File: config.mk
export PLATFORM = sky130hd
export DESIGN_NAME = vsr_lane
export DESIGN_NICKNAME = d
export VERILOG_FILES = /design/src/hw/rtl/vsr_pkg.sv /design/src/hw/rtl/vsr_lane.sv
export SDC_FILE = /design/constraint.sdc
export NUM_CORES = 2
export LEC_CHECK = 0
export BUFFER_PORTS_ARGS = -buffer_cell sky130_fd_sc_hd__buf_2
export CAP_MARGIN = 20
export CORE_AREA = 10 10 304 306
export CTS_CLUSTER_SIZE = 12
export DETAILED_ROUTE_END_ITERATION = 7
export DIE_AREA = 0 0 314 316
export GPL_ROUTABILITY_DRIVEN = 0
export PLACE_DENSITY_LB_ADDON = 0.12
export SLEW_MARGIN = 10
export SYNTH_ARGS = -nofsm -noshare
export SYNTH_HDL_FRONTEND = slang
export SYNTH_SLANG_ARGS = --single-unit
File: constraint.sdc
create_clock -name clk_i -period 8.6 [get_ports clk_i]
set_input_delay 0.86 -clock clk_i [delete_from_list [all_inputs] [get_ports clk_i]]
set_output_delay 0.86 -clock clk_i [all_outputs]
set_load 0.05 [all_outputs]
File: src/hw/rtl/vsr_pkg.sv
// ----------------------------------------------------------------------------
// vsr_pkg
// Widths, codes and shared types of the velocity sample resampler.
// ----------------------------------------------------------------------------
package vsr_pkg;

  localparam int unsigned TIME_BITS = 48;
  localparam int unsigned VEL_W     = 32;
  localparam int unsigned NUM_LANES = 6;
  localparam int unsigned PERIOD_W  = 24;
  localparam int unsigned STATUS_W  = 3;
  localparam int unsigned MAG_W     = VEL_W + 1;
  localparam int unsigned PROD_W    = MAG_W + PERIOD_W;
  localparam int unsigned CNT_W     = $clog2(PROD_W);
  localparam int unsigned DATA_BITS = TIME_BITS + NUM_LANES * VEL_W;
  localparam int unsigned TDATA_W   = ((DATA_BITS + 7) / 8) * 8;

  localparam logic [PERIOD_W-1:0] PERIOD_RESET = PERIOD_W'(10000);

  typedef enum logic [STATUS_W-1:0] {
    ST_INTERP    = 3'd0,
    ST_FIRST     = 3'd1,
    ST_INVALID   = 3'd2,
    ST_NOT_NEWER = 3'd3,
    ST_TOO_SOON  = 3'd4
  } status_e;

  typedef enum logic [2:0] {
    S_IDLE,
    S_EVAL,
    S_MUL,
    S_DIV,
    S_EMIT
  } ctrl_state_e;

  typedef struct packed {
    logic load;
    logic mul;
    logic step;
  } lane_cmd_t;

  typedef struct packed {
    logic    emit;
    status_e status;
  } emit_t;

endpackage

File: src/hw/rtl/vsr_lane.sv
// ----------------------------------------------------------------------------
// vsr_lane
// One velocity component: difference, scale by period, bit-serial divide
// by the time step, and add back to the old value.
// ----------------------------------------------------------------------------
module vsr_lane (
  input  logic                              clk_i,
  input  vsr_pkg::lane_cmd_t                cmd_i,
  input  logic [vsr_pkg::VEL_W-1:0]         old_vel_i,
  input  logic [vsr_pkg::VEL_W-1:0]         new_vel_i,
  input  logic [vsr_pkg::PERIOD_W-1:0]      period_i,
  input  logic [vsr_pkg::TIME_BITS-1:0]     dt_i,
  output logic [vsr_pkg::VEL_W-1:0]         result_o
);

  logic [vsr_pkg::MAG_W-1:0]     diff;
  logic                          neg;
  logic [vsr_pkg::MAG_W-1:0]     mag;
  logic [vsr_pkg::PROD_W-1:0]    prod;
  logic [vsr_pkg::TIME_BITS:0]   rem_sh;
  logic [vsr_pkg::TIME_BITS:0]   rem_sub;
  logic                          fits;
  logic [vsr_pkg::VEL_W+1:0]     old_ext;
  logic [vsr_pkg::VEL_W+1:0]     q_ext;
  logic [vsr_pkg::VEL_W+1:0]     sum;

  logic                          neg_q;
  logic [vsr_pkg::MAG_W-1:0]     mag_q;
  logic [vsr_pkg::PROD_W-1:0]    quo_q;
  logic [vsr_pkg::TIME_BITS-1:0] rem_q;

  assign diff = {new_vel_i[vsr_pkg::VEL_W-1], new_vel_i}
              - {old_vel_i[vsr_pkg::VEL_W-1], old_vel_i};
  assign neg  = diff[vsr_pkg::MAG_W-1];
  assign mag  = neg ? (~diff + vsr_pkg::MAG_W'(1)) : diff;
  assign prod = vsr_pkg::PROD_W'(mag_q) * vsr_pkg::PROD_W'(period_i);

  // Restoring division step: shift in the next dividend bit, subtract if it fits.
  assign rem_sh  = {rem_q, quo_q[vsr_pkg::PROD_W-1]};
  assign fits    = rem_sh >= {1'b0, dt_i};
  assign rem_sub = rem_sh - {1'b0, dt_i};

  always_ff @(posedge clk_i) begin
    if (cmd_i.load) begin
      neg_q <= neg;
      mag_q <= mag;
    end
    if (cmd_i.mul) begin
      quo_q <= prod;
      rem_q <= '0;
    end else if (cmd_i.step) begin
      rem_q <= fits ? rem_sub[vsr_pkg::TIME_BITS-1:0] : rem_sh[vsr_pkg::TIME_BITS-1:0];
      quo_q <= {quo_q[vsr_pkg::PROD_W-2:0], fits};
    end
  end

  // Quotient never exceeds the magnitude, so its low bits carry it all.
  assign old_ext  = {{2{old_vel_i[vsr_pkg::VEL_W-1]}}, old_vel_i};
  assign q_ext    = {1'b0, quo_q[vsr_pkg::MAG_W-1:0]};
  assign sum      = neg_q ? (old_ext - q_ext) : (old_ext + q_ext);
  assign result_o = sum[vsr_pkg::VEL_W-1:0];

endmodule

=== Word-level counts from Yosys, hierarchy flattened ===
Index checks and enable logic that the tools add are counted.

* Register bits: 139
* Memory bits (writable): 0
* Input bits: 140
* Bits in read-only memories: 0
* Bits in latches: 0
* Memories: 0
* Output and inout bits: 32
* Logic and storage cells: 19

* Div/mod/pow operators: 0
* Eq/ne operators: 0
* $lt $le $gt $ge: 1
* Reduce and logical (&&, ||, !) cells: 1
* Shifts and indexed selects: 0
* Mux-type cells: 5
* Add/sub/neg operators: 5
* Multiply operators: 1
* Bitwise gates (word level): 1

{| class="wikitable"
|+ Operators with widths
! operator !! count
|-
| $mux 57 || 2
|-
| $mux 32 || 2
|-
| $mul 33x24->57 || 1
|-
| $ge 49x48->1 || 1
|-
| $mux 48 || 1
|-
| $sub 48x48->48 || 1
|-
| $add 33x1->33 const B || 1
|-
| $not 33->33 || 1
|-
| $sub 32x32->33 || 1
|-
| $add 32x32->32 || 1
|-
| $sub 32x32->32 || 1
|-
| $reduce_bool 2->1 || 1
|}

=== Depth between registers and ports, before layout ===
* Depth in word-level cells: 4
* Gate-level depth with buffers: 28
* Mapped depth without buffers: 26

=== Worst setup path before layout ===
OpenSTA, ideal clock, no wires.

* Kind: in2reg
* Start: input port period_i[17] in the netlist's numbering
* End: register quo_q[55] in the netlist's numbering (data pin)
* Arrival time: 7.566 ns
* Path buffers: 2
* Stages on the path: 27
* Setup time: 0.260 ns
* Required time: 8.340 ns
* Path slack: 0.775 ns
* Cells stage by stage: clkbuf_1 nand2_1 fa_1 inv_1 fa_1 inv_1 fa_1 inv_1 fa_1 fa_1 fa_1 inv_1 fa_1 inv_1 ha_1 clkbuf_2 nand2_1 o21ai_1 a41oi_1 o31a_1 a211oi_4 a211oi_2 o21a_1 or4_4 o21ai_1 xor2_1 mux2_2

* Longest elaborated chain between the ends: 2

{| class="wikitable"
|+ RTL lines
! what !! RTL line !! text
|-
| start: declaration || vsr_lane.sv:11 || <nowiki>input logic [vsr_pkg::PERIOD_W-1:0] period_i,</nowiki>
|-
| $mul 33x24->57 || vsr_lane.sv:36 || <nowiki>assign prod = vsr_pkg::PROD_W'(mag_q) * vsr_pkg::PROD_W'(period_i);</nowiki>
|-
| $mux 57 || vsr_lane.sv:48 || <nowiki>if (cmd_i.mul) begin</nowiki>
|-
| end signal: assignment || vsr_lane.sv:49 || <nowiki>quo_q <= prod;</nowiki>
|-
| end signal: assignment || vsr_lane.sv:53 || <nowiki>quo_q <= {quo_q[vsr_pkg::PROD_W-2:0], fits};</nowiki>
|-
| end: declaration || vsr_lane.sv:29 || <nowiki>logic [vsr_pkg::PROD_W-1:0] quo_q;</nowiki>
|}

No other way between the ends.
A chain may end at the register's enable or synchronous reset.

=== Worst setup path in the final report ===
* Start: register mag_q[7] in the netlist's numbering
* End: register quo_q[55] in the netlist's numbering (data pin)

* Longest elaborated chain between the ends: 2

{| class="wikitable"
|+ RTL lines
! what !! RTL line !! text
|-
| start: declaration || vsr_lane.sv:28 || <nowiki>logic [vsr_pkg::MAG_W-1:0] mag_q;</nowiki>
|-
| start signal: assignment || vsr_lane.sv:46 || <nowiki>mag_q <= mag;</nowiki>
|-
| $mul 33x24->57 || vsr_lane.sv:36 ||
|-
| $mux 57 || vsr_lane.sv:48 ||
|}

No other way between the ends.

==> run_results.csv <==
group,metric,value,unit
status,status,"complete, no violations",
floorplanning,die_w,314,um
yosys,ys_top_cells_by_area,"fa_1, ha_1, inv_1, edfxtp_1, and2_1",
yosys,synth.distinct_cells,94,
floorplanning,dieArea,99200,sq um
cells_and_area,multi_input_area,30700,sq um
cells_and_area,nNetsFinal,5675,
placed_design,placed_cells,5692,
grt,grt_max_degree,73,
sta,period_needed,8.14,ns
floorplanning,core,86200,sq um
floorplanning,ios,172,
sta,slew_headroom,0.355,
cells_and_area,drive_gt1_frac,0.0869,
yosys,synth_enable_flop_cells,91,
yosys,ys.warnings.count,0,
placed_design,portBuffers,171,
yosys,syn_inst,4463,
yosys,yosysTopAreaCell,"fa_1",
setup_path,path_class,"register to register",
cells_and_area,postLayoutCellArea,41500,sq um
grt,grt_pass1_wl,171000,um
detailed_routing,postRouteAntennaNets,0,
grt,grt_pass1_vias,31073,
clocking,cts.sinks,139,
sta,setup_viol,0,
sta,tightest_slew,0.964,ns
setup_path,cp.arrival,8.32,ns
yosys,ys_seq_area_frac,0.0960,
sta,whs,0.490,ns
cells_and_area,n_fill_cell,8584,
clocking,clockBufferDepth,2,
clocking,path_clk_slew,0.06,ns
yosys,synth.most_common_cell,"inv_1",
placed_design,placed_cell_area,40800,sq um
yosys,syn_area,38500,sq um
setup_path,critPathRequiredTime,8.79,ns
setup_path,cp_max_fo,18,
grt,antenna_found_initial,1,
job,maxCapViolCount,0,
detailed_routing,vias,29462,
sta,clock.fmax,123,MHz
min_path,hp-class,"register to register",
floorplanning,die_h,316,um
sta,finalHoldViolations,0,
clocking,htreeDepth,4,
detailed_routing,routed_wl,102000,um
detailed_routing,dr.pass1.iters,5,
detailed_routing,via_per_inst,5.15,
clocking,cts_root_buf,"clkbuf_16",
clocking,numCtsBuffers,17,
floorplanning,start_util,0.446,
yosys,avgSynthCellArea,8.62,sq um
sta,fin_crit_sh,0.946,
cells_and_area,synthToLayoutAreaGrowth,7.74,%
sta,skew,0.0129,ns
yosys,synthDominantCellAreaShare,0.355,
yosys,synth_nets,5582,
clocking,postCtsResizedCells,0,
placed_design,dpl.hpwl,87400,um
cells_and_area,final_cells,5725,
setup_path,crit_path_start_kind,"register",
sta,slew_viol_final,0,
yosys,synth_top_flop_cell,"edfxtp_1",
yosys,yosys_register_bits,139,
sta,tns,0,ns
yosys,async_flop_share,0,
floorplanning,rows,108,
detailed_routing,drc_errors,0,
grt,gr-total-overflow,0,
clocking,hold_buffers,0,
detailed_routing,wl_per_cell,17.8,um
sta,rsz0062_at_grt,"no",
clocking,cts_tree,"yes",
clocking,clk_latency,0.44,ns
clocking,post_cts_buffers,0,
detailed_routing,drt-initial-drc-count,1798,
cells_and_area,regArea,3690,sq um
grt,grt_usage,0.213,
yosys,yosys-top-cells-count,"inv_1, fa_1, nand2_1",
setup_path,crit_path_end_kind,"register",
## logic make-up after synthesis
logic type | count (synthesis) | share of synthesized area
fa+ha+maj | 979 | 0.452
buf+inv | 1096 | 0.108
compound gates | 643 | 0.108
simple gates | 1343 | 0.173
flops | 139 | 0.0960
mux | 59 | 0.0168
xor+xnor | 204 | 0.0466
## metrics by stage
| step | setup slack, ns | util |
|---|---|---|
| 2_1_floorplan | 0.775 | - |
| 3_3_place_gp | 0.216 | 0.474 |
| 3_5_place_dp | 0.150 | 0.474 |
| 4_1_cts | 0.482 | 0.481 |
| 5_1_grt | 0.0569 | 0.481 |
| 6_report | 0.464 | 0.481 |
## path summary, 6_finish.rpt
check | startpoint | end | slack, ns | cells past startpoint
max reg2reg | mag_q[7] | quo_q[55] | 0.46 | 26
min reg2reg | rem_q[23] | rem_q[23] | 0.49 | 2
max | mag_q[7] | quo_q[55] | 0.46 | 26
min | rem_q[23] | rem_q[23] | 0.49 | 2
## flip-flops by register name (all words and copies together), names as in the netlist
register and count:
quo_q 57, neg_q 1, mag_q 33, rem_q 48
## worst max-delay path: stages (launching register included)
cell and delay [ns]:
edfxtp_1 0.73, and2_1 0.33, fa_1 0.49, inv_1 0.06, fa_1 0.54, inv_1 0.06, fa_1 0.49, inv_1 0.05
fa_1 0.47, inv_1 0.07, fa_1 0.53, fa_1 0.56, inv_1 0.08, fa_1 0.60, inv_1 0.06, ha_1 0.36
inv_1 0.07, nor2_1 0.11, a41oi_1 0.18, o31a_1 0.32, a211oi_4 0.29, a211oi_2 0.14, o21a_1 0.27, or4_4 0.51
o21ai_1 0.17, xor2_1 0.08, mux2_2 0.26
## routing by layer
| metal | vias to the layer above | track usage | share of wire |
|---|---|---|---|
| met5 | - | 0 | 0.000098 |
| met4 | 2 | 0.0325 | 0.010 |
| met3 | 57 | 0.0388 | 0.060 |
| met2 | 665 | 0.332 | 0.45 |
| met1 | 14608 | 0.310 | 0.48 |
| li1 | 14130 | - | - |
## cell type report
| cell class | instances | area share |
|---|---|---|
| clock buffer | 18 | 0.0104 |
| inverter | 888 | 0.0804 |
| tap | 1155 | 0.0349 |
| clock inverter | 14 | 0.00453 |
| timing repair buffer | 282 | 0.0414 |
| sequential | 139 | 0.0891 |
| multi-input combinational | 3228 | 0.739 |
| antenna | 1 | 0.0000604 |
## cell usage in the layout (no fill, tap or decap), drive strengths merged, types with 74 or more instances in the layout
cell type and instances:
and2 407, a21o 74, fa 683, nor2 184
a21oi 219, edfxtp 91, ha 296, xnor2 134
inv 892, nand2 524, o21ai 120, buf 282
Power is left out: the tool's default activity adds up to more than one toggle a clock period on the data nets, which glitch-free logic cannot reach.
