===== src/hw/rtl/vsr_pkg.sv =====
// ----------------------------------------------------------------------------
// vsr_pkg
// Widths, codes and shared types of the velocity sample resampler.
// ----------------------------------------------------------------------------
package vsr_pkg;

  localparam int unsigned TIME_BITS = 48;
  localparam int unsigned VEL_W     = 32;
  localparam int unsigned NUM_LANES = 6;
  localparam int unsigned PERIOD_W  = 24;
  localparam int unsigned STATUS_W  = 3;
  localparam int unsigned MAG_W     = VEL_W + 1;
  localparam int unsigned PROD_W    = MAG_W + PERIOD_W;
  localparam int unsigned CNT_W     = $clog2(PROD_W);
  localparam int unsigned DATA_BITS = TIME_BITS + NUM_LANES * VEL_W;
  localparam int unsigned TDATA_W   = ((DATA_BITS + 7) / 8) * 8;

  localparam logic [PERIOD_W-1:0] PERIOD_RESET = PERIOD_W'(10000);

  typedef enum logic [STATUS_W-1:0] {
    ST_INTERP    = 3'd0,
    ST_FIRST     = 3'd1,
    ST_INVALID   = 3'd2,
    ST_NOT_NEWER = 3'd3,
    ST_TOO_SOON  = 3'd4
  } status_e;

  typedef enum logic [2:0] {
    S_IDLE,
    S_EVAL,
    S_MUL,
    S_DIV,
    S_EMIT
  } ctrl_state_e;

  typedef struct packed {
    logic load;
    logic mul;
    logic step;
  } lane_cmd_t;

  typedef struct packed {
    logic    emit;
    status_e status;
  } emit_t;

endpackage


===== src/hw/rtl/vsr_ctrl.sv =====
// ----------------------------------------------------------------------------
// vsr_ctrl
// Sample checks and sequencing of the lanes through load, scale and divide.
// ----------------------------------------------------------------------------
module vsr_ctrl (
  input  logic                          clk_i,
  input  logic                          rst_ni,
  input  logic                          in_valid_i,
  input  logic [vsr_pkg::TIME_BITS-1:0] sample_time_i,
  input  logic                          invalid_i,
  input  logic [vsr_pkg::TIME_BITS-1:0] ref_time_i,
  input  logic                          have_ref_i,
  input  logic [vsr_pkg::PERIOD_W-1:0]  period_i,
  input  logic                          out_free_i,
  output logic                          in_ready_o,
  output vsr_pkg::lane_cmd_t            cmd_o,
  output logic [vsr_pkg::TIME_BITS-1:0] dt_o,
  output vsr_pkg::emit_t                emit_o
);

  vsr_pkg::ctrl_state_e state_q, state_d;
  vsr_pkg::status_e     status_q, status_d, status_c;
  logic [vsr_pkg::CNT_W-1:0]     cnt_q, cnt_d;
  logic [vsr_pkg::TIME_BITS-1:0] dt_q, dt_d;
  logic [vsr_pkg::TIME_BITS:0]   delta;
  logic                          newer;
  logic                          too_soon;

  // Borrow of the subtraction, with a non-zero difference, tells whether the sample is newer.
  assign delta    = {1'b0, sample_time_i} - {1'b0, ref_time_i};
  assign newer    = !delta[vsr_pkg::TIME_BITS] && (delta[vsr_pkg::TIME_BITS-1:0] != '0);
  assign too_soon = delta[vsr_pkg::TIME_BITS-1:0] < vsr_pkg::TIME_BITS'(period_i);

  always_comb begin
    if (invalid_i) begin
      status_c = vsr_pkg::ST_INVALID;
    end else if (!newer) begin
      status_c = vsr_pkg::ST_NOT_NEWER;
    end else if (too_soon) begin
      status_c = vsr_pkg::ST_TOO_SOON;
    end else if (!have_ref_i) begin
      status_c = vsr_pkg::ST_FIRST;
    end else begin
      status_c = vsr_pkg::ST_INTERP;
    end
  end

  always_ff @(posedge clk_i or negedge rst_ni) begin
    if (!rst_ni) begin
      state_q  <= vsr_pkg::S_IDLE;
      status_q <= vsr_pkg::ST_INTERP;
      cnt_q    <= '0;
    end else begin
      state_q  <= state_d;
      status_q <= status_d;
      cnt_q    <= cnt_d;
    end
  end

  always_ff @(posedge clk_i) begin
    dt_q <= dt_d;
  end

  always_comb begin
    state_d       = state_q;
    status_d      = status_q;
    cnt_d         = cnt_q;
    dt_d          = dt_q;
    in_ready_o    = 1'b0;
    cmd_o         = '0;
    emit_o.emit   = 1'b0;
    emit_o.status = status_q;
    case (state_q)
      vsr_pkg::S_IDLE: begin
        in_ready_o = 1'b1;
        if (in_valid_i) begin
          state_d = vsr_pkg::S_EVAL;
        end
      end
      vsr_pkg::S_EVAL: begin
        cmd_o.load = 1'b1;
        status_d   = status_c;
        dt_d       = delta[vsr_pkg::TIME_BITS-1:0];
        state_d    = (status_c == vsr_pkg::ST_INTERP) ? vsr_pkg::S_MUL : vsr_pkg::S_EMIT;
      end
      vsr_pkg::S_MUL: begin
        cmd_o.mul = 1'b1;
        cnt_d     = '0;
        state_d   = vsr_pkg::S_DIV;
      end
      vsr_pkg::S_DIV: begin
        cmd_o.step = 1'b1;
        cnt_d      = cnt_q + vsr_pkg::CNT_W'(1);
        if (cnt_q == vsr_pkg::CNT_W'(vsr_pkg::PROD_W - 1)) begin
          state_d = vsr_pkg::S_EMIT;
        end
      end
      vsr_pkg::S_EMIT: begin
        if (out_free_i) begin
          emit_o.emit = 1'b1;
          state_d     = vsr_pkg::S_IDLE;
        end
      end
      default: begin
        state_d = vsr_pkg::S_IDLE;
      end
    endcase
  end

  assign dt_o = dt_q;

endmodule


===== config.mk =====
export PLATFORM = sky130hd
export DESIGN_NAME = vsr_ctrl
export DESIGN_NICKNAME = d
export VERILOG_FILES = /design/src/hw/rtl/vsr_pkg.sv /design/src/hw/rtl/vsr_ctrl.sv
export SDC_FILE = /design/constraint.sdc
export NUM_CORES = 1
export LEC_CHECK = 0
export ABC_AREA = 1
export BUFFER_PORTS_ARGS = -buffer_cell sky130_fd_sc_hd__buf_2
export CAP_MARGIN = 20
export CORE_ASPECT_RATIO = 1.2
export CORE_MARGIN = 10
export CORE_UTILIZATION = 48
export CTS_CLUSTER_DIAMETER = 80
export CTS_CLUSTER_SIZE = 10
export DETAILED_ROUTE_END_ITERATION = 8
export PLACE_DENSITY = 0.71
export SETUP_SLACK_MARGIN = 0.1
export SLEW_MARGIN = 20
export SYNTH_ARGS = -nofsm -noshare
export SYNTH_HDL_FRONTEND = slang
export SYNTH_SLANG_ARGS = --single-unit

===== constraint.sdc =====
create_clock -name clk_i -period 5.2 [get_ports clk_i]
set_input_delay 0.52 -clock clk_i [delete_from_list [all_inputs] [get_ports clk_i]]
set_output_delay 0.52 -clock clk_i [all_outputs]
set_load 0.01 [all_outputs]

* Yosys cells after proc, flatten, opt, wreduce, memory -nomap -nowiden *
Cells that the tools add are included.

storage, ports and cells
  register bits = 60
  bits of input ports = 126
  output and inout port bits = 56
  word-level logic and storage cells = 38

operators by class
  add/sub/neg operators = 2
  equality and inequality tests = 8
  multiplexer cells = 16
  reduce and logical (&&, ||, !) cells = 7
  $lt $le $gt $ge = 1

operators by type and width
  kind                                            count
  subtractor 48 x 48 -> 49 bit                    1
  < comparator 48 x 24 -> 1 bit                   1
  nonzero test 48 bit                             1
  two-way mux 3 bit                               7
  case mux 3 bit (5 select lines)                 1
  case mux 6 bit (2 select lines)                 1
  two-way mux 1 bit                               7
  adder 6 x 1 -> 6 bit (second input constant)    1
  == test 3 x 2 -> 1 bit (second input constant)  2
  == test 6 bit (second input constant)           1
  zero test 3 bit                                 2
  inequality test 2 bit (second input constant)   3
  == test 3 x 1 -> 1 bit (second input constant)  1
  == test 3 bit (second input constant)           1
  AND reduction 3 bit                             1
  nonzero test 2 bit                              1
  logical AND 1 bit                               1
  zero test 1 bit                                 1

* Logic depth before layout (Yosys ltp) *
Gate-level depths: netlist of run 1.

  depth in word-level cells = 8
  gate-level depth with buffers = 25
  mapped depth without buffers = 25

* Worst setup path before layout of run 1 *
No wires, ideal clock.

  kind = register -> register
  start = reg state_q[1]
  end = reg status_q[1]
  path slack = 0.172 ns
  library setup time = 0.124 ns
  cell stages (with the launch flop) = 7
  path buffers = 0
  clock period less this slack = 5.028 ns
  required time = 5.076 ns
  arrival time = 4.905 ns
  cell sequence = dfrtp_1 nor3_1 inv_1 nor2_1 nand2_1 o21ai_1 inv_1

on the way
  longest elaborated chain between the ends = 1

RTL lines
  what                      RTL line        RTL
  start: declaration        vsr_ctrl.sv:21  vsr_pkg::ctrl_state_e state_q, state_d;
  start signal: assignment  vsr_ctrl.sv:50  state_q <= vsr_pkg::S_IDLE;
  start signal: assignment  vsr_ctrl.sv:54  state_q <= state_d;
  == test 3 x 1 -> 1 bit    vsr_ctrl.sv:73  case (state_q)
  end signal: assignment    vsr_ctrl.sv:51  status_q <= vsr_pkg::ST_INTERP;
  end signal: assignment    vsr_ctrl.sv:55  status_q <= status_d;
  end: declaration          vsr_ctrl.sv:22  vsr_pkg::status_e status_q, status_d, status_c;

Every way passes these cells.
A chain may end at the register's enable or synchronous reset.

* Worst setup path in the final report of run 1 *
  start = in sample_time_i[0] (netlist name)
  end = reg status_q[0]

on the way
  longest elaborated chain between the ends = 5
  elaborated cells on any way between the ends = 8
  those cells by class = add/sub (1); order compare (1); mux (3); reduce/logical (3)

RTL lines
  what                                                                  RTL line                        RTL
  start: declaration                                                    vsr_ctrl.sv:9                   input logic [vsr_pkg::TIME_BITS-1:0] sample_time_i,
  subtractor 48 x 48 -> 49 bit (*)                                      vsr_ctrl.sv:30                  assign delta = {1'b0, sample_time_i} - {1'b0, ref_time_i};
  named net delta, one bit                                              vsr_ctrl.sv:25                  logic [vsr_pkg::TIME_BITS:0] delta;
  < comparator 48 x 24 -> 1 bit or nonzero test 48 bit (tied branches)  vsr_ctrl.sv:32, vsr_ctrl.sv:31
  two-way mux 3 bit or logical AND 1 bit (tied branches)                vsr_ctrl.sv:39, vsr_ctrl.sv:31
  two-way mux 3 bit (*)                                                 vsr_ctrl.sv:37                  end else if (!newer) begin
  two-way mux 3 bit (*)                                                 vsr_ctrl.sv:35                  if (invalid_i) begin

Mark *: on every way through the listed nets, which the timed path passes. The rest lies on a longest branch.

==> impl_summary.log, run 1 <==
[metrics] run status: finished clean
[metrics] half-perimeter wire length of the detailed placement result: 20.2 mm
[metrics] core area: 15500 um2
[metrics] later-pin clock latency in the skew report: 320 ps
[metrics] final layout net count: 1636
[metrics] root buf cell: sky130_fd_sc_hd__clkbuf_16
[metrics] starting utilization of the core area: 48.8%
[metrics] fraction of final layout cells with drive strength greater than 1: 20.8%
[metrics] Global Route Usage Sum: 21.3%
[metrics] TritonCTS clock tree: yes
[metrics] DR vias: 7909
[metrics] Yosys reg bits: 60
[metrics] warning count from the yosys run: 0
[metrics] top-area cell type share of the netlist area: 21.4%
[metrics] Peak VDD IR: 157 uV
[metrics] pin count of the biggest net entering global routing: 53
[metrics] global route total overflow: 0
[metrics] post_cts resized: 0
[metrics] final setup violation count: 0
[metrics] clk sink count: 60
[metrics] startpoint kind of the worst setup timing path: primary input
[metrics] Crit path required time: 5410 ps
[metrics] Die Y: 158 um
[metrics] number of detailed-routing iterations run before antenna repair: 5
[metrics] number of core rows: 50
[metrics] Worst Setup Path Type: in2reg
[metrics] transition at the pin with the smallest max-transition slack: 840 ps
[metrics] number of antenna violations at the first check in global routing: 0
[metrics] number of buffers added on ports: 181
[metrics] deepest level of the CTS H-tree: 3
[metrics] endpoint kind of the worst setup timing path: register
[metrics] syn_area_per_cell: 6.09 um2
[metrics] Hold-fix buffers, CTS: 0
[metrics] maxcap violations: 0
[metrics] Routed wire per std cell: 13.8 um
[metrics] Die Footprint: 21200 um2
[metrics] proportion of synthesized flip-flops having asynchronous set or reset: 20.0%
[metrics] Bufs on Longest Clock Path: 2
[metrics] Antenna diodes: 0
[metrics] top library cells by usage in the layout, fill and taps aside: 431 x sky130_fd_sc_hd__nand2_1, 317 x sky130_fd_sc_hd__inv_1, 181 x sky130_fd_sc_hd__buf_2
[metrics] clock transition at the registers of the reported paths: 50 ps
[metrics] number of endpoints with negative hold slack in the final report: 0
[metrics] Worst setup endpoint: status_q[0]
[metrics] clock buffer count from CTS: 9
[metrics] most common cell after layout, fill and taps aside: sky130_fd_sc_hd__nand2_1
[metrics] final max-slew violation count: 0
[metrics] Cells after Synth: 1243
[metrics] worst setup slack after layout: 1660 ps
[metrics] number of global-route vias before repair: 7559
[metrics] post-synthesis cell area: 7570 um2
[metrics] worst reg-to-reg setup slack: 3010 ps
[metrics] wire length after detailed routing: 22.8 mm
[metrics] reg2reg end: state_q[0]
[metrics] depth of the worst register-to-register path: 5
[metrics] unrepaired setup endpoints after global routing: no
[metrics] maximum clock rate: 283 MHz
[metrics] number of enable-type register cells in the synthesized netlist: 48
[metrics] power per cell area: 214 nW/um2
[metrics] Sequential cell area: 1740 um2
[metrics] synthesis-to-finish area growth: 20.0%
[metrics] Worst Clk Skew: 3.20 ps
[metrics] portion of the post-synthesis area used by sequential elements: 23.0%
[metrics] critical path startpoint: sample_time_i[0]
[metrics] worst endpoint data arrival time: 3750 ps
[metrics] most area-hungry cell type in the Yosys netlist: sky130_fd_sc_hd__nand2_1
[metrics] number of nets in the synthesized netlist: 1443
[metrics] Post-route DRC: 0
[metrics] worst rel slew slack: 43.6%
[metrics] global-route wire length before repair: 36.5 mm
[metrics] number of fillers in the final layout: 1648
[metrics] Boundary Pins: 182
[metrics] area taken by multi-input logic gates: 4610 um2
[metrics] minimum period implied by the final worst setup slack: 3540 ps
[metrics] Final ANT Viol Nets: 0
[metrics] weighted congestion reported at the end of routability-driven placement: 0.941
[metrics] cell leakage power: 5.44 nW
[metrics] startpoint of the lowest-slack register-to-register path: state_q[1]
[metrics] fin crit share: 68.1%
[metrics] maximum fanout encountered on the critical timing path: 4
[metrics] die width: 135 um
[metrics] vias per std cell: 4.80
[metrics] Iter 0 DRT Violations: 416
[metrics] hold crit path type: in2async
[metrics] Final TNS setup: 0 ps
[metrics] number of different library cells in the post-synthesis netlist: 40
[metrics] post-CTS setup repair buffer count: 0
[metrics] prevailing post-synth register cell: sky130_fd_sc_hd__edfxtp_1
[metrics] largest cells by area after synthesis: sky130_fd_sc_hd__nand2_1 21%, sky130_fd_sc_hd__edfxtp_1 19%, sky130_fd_sc_hd__inv_1 16%, sky130_fd_sc_hd__ha_1 12%, sky130_fd_sc_hd__nor2_1 4.6%
[metrics] Post-Place Setup Slack: 1430 ps
Yosys cell counts (2+ instances only):
| master | number |
|---|---|
| sky130_fd_sc_hd__nand3b_1 | 17 |
| sky130_fd_sc_hd__nor3_1 | 6 |
| sky130_fd_sc_hd__nand2_2 | 39 |
| sky130_fd_sc_hd__nor2_2 | 24 |
| sky130_fd_sc_hd__nand3_1 | 39 |
| sky130_fd_sc_hd__a21o_1 | 2 |
| sky130_fd_sc_hd__nand4_1 | 15 |
| sky130_fd_sc_hd__inv_2 | 8 |
| sky130_fd_sc_hd__dfrtp_1 | 12 |
| sky130_fd_sc_hd__o21ai_0 | 14 |
| sky130_fd_sc_hd__ha_1 | 73 |
| sky130_fd_sc_hd__nor2_1 | 93 |
| sky130_fd_sc_hd__o21ai_1 | 2 |
| sky130_fd_sc_hd__o21bai_1 | 4 |
| sky130_fd_sc_hd__xnor2_1 | 5 |
| sky130_fd_sc_hd__o311ai_0 | 2 |
| sky130_fd_sc_hd__and2_1 | 2 |
| sky130_fd_sc_hd__a21oi_1 | 42 |
| sky130_fd_sc_hd__nor2_4 | 11 |
| sky130_fd_sc_hd__inv_1 | 317 |
| sky130_fd_sc_hd__edfxtp_1 | 48 |
| sky130_fd_sc_hd__nand3_2 | 11 |
| sky130_fd_sc_hd__a21oi_2 | 2 |
| sky130_fd_sc_hd__nand2_1 | 431 |
| sky130_fd_sc_hd__xor2_1 | 9 |
cell families after synthesis:
family,count (synthesis),synth area share (%)
buffers and inverters,325,16.1
xor gates and xnor gates,14,1.62
adders and majority gates,74,12.3
DFF,60,23.0
AOI/OAI and AO/OA,77,6.05
and+or+nand+nor,693,40.9
how the worst min path moves through the flow:
stage                  to  cells past startpoint
3_5_place_dp   state_q[0]                      1
4_1_cts        state_q[0]                      1
6_report       state_q[0]                      1
2_1_floorplan    cnt_q[0]                      0
5_1_grt        state_q[0]                      1
3_3_place_gp   state_q[0]                      1
critical path: stages:
cell	delay, ps
sky130_fd_sc_hd__buf_2	90
sky130_fd_sc_hd__inv_1	40
sky130_fd_sc_hd__ha_1	130
sky130_fd_sc_hd__inv_1	70
sky130_fd_sc_hd__fa_1	430
sky130_fd_sc_hd__nand3_2	130
sky130_fd_sc_hd__nor2_4	50
sky130_fd_sc_hd__nand2_1	70
sky130_fd_sc_hd__nand3_2	160
sky130_fd_sc_hd__nand2_2	100
sky130_fd_sc_hd__nand2_2	90
sky130_fd_sc_hd__xnor2_1	340
sky130_fd_sc_hd__inv_1	140
sky130_fd_sc_hd__ha_1	290
sky130_fd_sc_hd__nand2_1	60
sky130_fd_sc_hd__inv_1	50
sky130_fd_sc_hd__a221oi_1	270
sky130_fd_sc_hd__nor2_1	60
sky130_fd_sc_hd__nor2_1	90
sky130_fd_sc_hd__nand3_1	80
sky130_fd_sc_hd__nor2_1	170
sky130_fd_sc_hd__nand2_1	100
sky130_fd_sc_hd__nand2_1	60
sky130_fd_sc_hd__nand2_1	50
sky130_fd_sc_hd__nand2_1	60
sky130_fd_sc_hd__nand2_1	40
report_power, final:
part,total [mW],switching [mW],internal (mW)
Combinational,0.736,0.477,0.259
Sequential,0.536,0,0.536
Clock,0.668,0.202,0.466
per-stage QoR:
step | cell area, um2 | power [mW] | cells | hold WS [ps] | util, %
after CTS | 9090 | 1.94 | 1649 | 83.7 | 58.6
after global routing | 9090 | 2.07 | 1649 | 96.8 | 58.6
after global placement | 8750 | 1.26 | 1633 | 418 | 56.4
after floorplan | 7570 | 1.06 | 1243 | 224 | -
after detailed placement | 8750 | 1.27 | 1633 | 420 | 56.4
final | 9090 | 1.94 | 1649 | 81.5 | 58.6
per-layer routing:
layer  global-route usage (%)  vias up  share of wire [%]  wire length (um)
met5                        0        -                  0                 0
met4                     6.23        0                1.7               397
met3                     3.13       24                5.4              1220
met2                     36.0      214                 47             10700
met1                     27.4     3534                 46             10500
li1                         -     4137                  -                 -
registers in the layout, summed over array words and instances, names as in the netlist:
name and cells:
cnt_q 6, dt_o 48, state_q 3, status_q 3
final cells by class:
cell class	instances	share of cell area [%]
sequential	60	19.2
multi-input combinational	858	50.8
clock inverter	7	1.25
tap	208	2.86
clock buffer	9	2.48
inverter	325	13.4
timing repair buffer	182	10.1
Power figures use the tool's default switching activity.
==> run 2, diff against run 1 <==
--- a/config.mk
+++ b/config.mk
@@ -14,7 +14,7 @@
 export CTS_CLUSTER_DIAMETER = 80
 export CTS_CLUSTER_SIZE = 10
 export DETAILED_ROUTE_END_ITERATION = 8
-export PLACE_DENSITY = 0.71
+export PLACE_DENSITY = 0.74
 export SETUP_SLACK_MARGIN = 0.1
 export SLEW_MARGIN = 20
 export SYNTH_ARGS = -nofsm -noshare
==> constraint.sdc (replaced) <==
create_clock -name clk_i -period 3 [get_ports clk_i]
set_input_delay 0.3 -clock clk_i [delete_from_list [all_inputs] [get_ports clk_i]]
set_output_delay 0.3 -clock clk_i [all_outputs]
set_load 0.01 [all_outputs]
==> impl_summary.log, run 2 (synthesis results as in run 1) <==
[metrics] most common cell after layout, fill and taps aside: sky130_fd_sc_hd__nand2_1
[metrics] critical path startpoint: ref_time_i[10]
[metrics] Crit path required time: 3210 ps
[metrics] die width: 135 um
[metrics] final core utilization: 66.8%
[metrics] startpoint kind of the worst setup timing path: primary input
[metrics] maximum fanout encountered on the critical timing path: 4
[metrics] Die Y: 158 um
[metrics] Die Footprint: 21200 um2
[metrics] worst setup slack after layout: 140 ps
[metrics] Bufs on Longest Clock Path: 2
[metrics] Final ANT Viol Nets: 0
[metrics] Min-Delay Startpoint: invalid_i
[metrics] number of global-route vias before repair: 8217
[metrics] DR vias: 8450
[metrics] fin crit share: 95.3%
[metrics] run status: finished clean
[metrics] depth of the worst register-to-register path: 8
[metrics] power per cell area: 342 nW/um2
[metrics] number of fillers in the final layout: 1431
[metrics] number of antenna violations at the first check in global routing: 0
[metrics] TritonCTS clock tree: yes
[metrics] Boundary Pins: 182
[metrics] number of core rows: 50
[metrics] core area: 15500 um2
[metrics] Post-Place Setup Slack: -345 ps
[metrics] Antenna diodes: 0
[metrics] Worst setup endpoint: status_q[0]
[metrics] Worst Clk Skew: 5.56 ps
[metrics] fraction of final layout cells with drive strength greater than 1: 30.5%
[metrics] startpoint of the lowest-slack register-to-register path: cnt_q[0]
[metrics] hold crit path type: in2reg
[metrics] total power draw: 3.54 mW
[metrics] starting utilization of the core area: 48.8%
[metrics] maximum clock rate: 350 MHz
[metrics] weighted congestion reported at the end of routability-driven placement: 0.965
[metrics] worst reg-to-reg setup slack: 1360 ps
[metrics] final max-slew violation count: 0
[metrics] number of endpoints with negative hold slack in the final report: 0
[metrics] endpoint kind of the worst setup timing path: register
[metrics] Iter 0 DRT Violations: 516
[metrics] global route total overflow: 0
[metrics] clk sink count: 60
[metrics] worst rel slew slack: 63.5%
[metrics] worst endpoint data arrival time: 3070 ps
[metrics] wire length after detailed routing: 24.7 mm
[metrics] minimum period implied by the final worst setup slack: 2860 ps
[metrics] max FFs per register: 48
[metrics] Routed wire per std cell: 14.0 um
[metrics] final layout net count: 1752
[metrics] top library cells by usage in the layout, fill and taps aside: 418 x sky130_fd_sc_hd__nand2_1, 308 x sky130_fd_sc_hd__inv_1, 180 x sky130_fd_sc_hd__buf_2
[metrics] pin count of the biggest net entering global routing: 19
[metrics] Peak VDD IR: 265 uV
[metrics] Post-route DRC: 0
[metrics] maxcap violations: 0
[metrics] deepest level of the CTS H-tree: 3
[metrics] clock transition at the registers of the reported paths: 50 ps
[metrics] unrepaired setup endpoints after global routing: yes
[metrics] global-route wire length before repair: 38.4 mm
[metrics] Final TNS setup: 0 ps
[metrics] reg2reg end: state_q[2]
[metrics] number of detailed-routing iterations run before antenna repair: 5
[metrics] Global Route Usage Sum: 22.4%
[metrics] cell leakage power: 6.00 nW
[metrics] synthesis-to-finish area growth: 36.9%
[metrics] clock buffer count from CTS: 9
[metrics] vias per std cell: 4.79
[metrics] Worst Setup Path Type: in2reg
[metrics] transition at the pin with the smallest max-transition slack: 540 ps
[metrics] number of buffers added on ports: 181
[metrics] later-pin clock latency in the skew report: 320 ps
[metrics] half-perimeter wire length of the detailed placement result: 20.9 mm
[metrics] final setup violation count: 0
[metrics] root buf cell: sky130_fd_sc_hd__clkbuf_16
## run 2: worst min-delay path by stage
stage	to	slack [ps]	depth (start not counted)
3_3_place_gp	cnt_q[0]	190	1
5_1_grt	status_q[0]	280	4
6_report	status_q[0]	270	4
4_1_cts	status_q[0]	260	4
3_5_place_dp	cnt_q[0]	190	1
2_1_floorplan	cnt_q[0]	4	0
## run 2: critical path: stages
cell and delay, ps:
sky130_fd_sc_hd__buf_2 80, sky130_fd_sc_hd__inv_1 30, sky130_fd_sc_hd__ha_2 360, sky130_fd_sc_hd__nand2_1 60
sky130_fd_sc_hd__nand2_1 90, sky130_fd_sc_hd__inv_1 50, sky130_fd_sc_hd__nand2_1 90, sky130_fd_sc_hd__buf_4 110
sky130_fd_sc_hd__nand2_1 40, sky130_fd_sc_hd__nand2_1 100, sky130_fd_sc_hd__inv_1 80, sky130_fd_sc_hd__nand2_2 80
sky130_fd_sc_hd__nand2_1 60, sky130_fd_sc_hd__nand2_1 110, sky130_fd_sc_hd__inv_1 90, sky130_fd_sc_hd__ha_1 290
sky130_fd_sc_hd__a21oi_1 140, sky130_fd_sc_hd__o21ai_0 90, sky130_fd_sc_hd__a21oi_1 200, sky130_fd_sc_hd__a21boi_2 90
sky130_fd_sc_hd__nor2_2 180, sky130_fd_sc_hd__nand2_1 90, sky130_fd_sc_hd__nand2_1 70, sky130_fd_sc_hd__nand2_1 50
sky130_fd_sc_hd__nand2_1 70, sky130_fd_sc_hd__nand2_1 50
## run 2: through the flow
stage,instance area [um2],std cells,hold slack (ps)
2_1_floorplan,7580,1243,4.41
3_3_place_gp,9570,1739,189
3_5_place_dp,9570,1739,188
4_1_cts,9920,1756,264
5_1_grt,10400,1765,281
6_report,10400,1765,274
## run 2: layer usage
layer / wire length [um] / GRT usage, % / vias up
met1: 11100 / 29.1 / 3793
met2: 11700 / 38.1 / 262
li1: - / - / 4360
met3: 1300 / 2.46 / 35
met4: 563 / 6.85 / 0
met5: 0 / 0 / -
## run 2: report_power, final
| part | total, mW | leakage, nW | internal, mW | switching (mW) |
|---|---|---|---|---|
| Sequential | 0.930 | 0.564 | 0.930 | 0 |
| Clock | 0.947 | 0.134 | 0.605 | 0.342 |
| Combinational | 1.67 | 5.31 | 0.718 | 0.949 |
## run 2: cell type report
cell class                      instances  area [um2]  share of cell area (%)
Multi-Input combinational cell        858        5050                    48.7
Timing Repair Buffer                  298        1810                    17.4
Sequential cell                        60        1740                    16.8
Inverter                              325        1220                    11.8
Tap cell                              208         260                    2.51
Clock buffer                           12         258                    2.49
Clock inverter                          4        25.0                   0.242
## run 2: timing repair
item / CTS / global route
resized for setup: 11 / 66
pin swaps: 3 / 27
hold endpoints to repair: 12 / 0
setup endpoints to repair: 3 / 4
buffers inserted: 0 / 9
hold buffers: 1 / 0
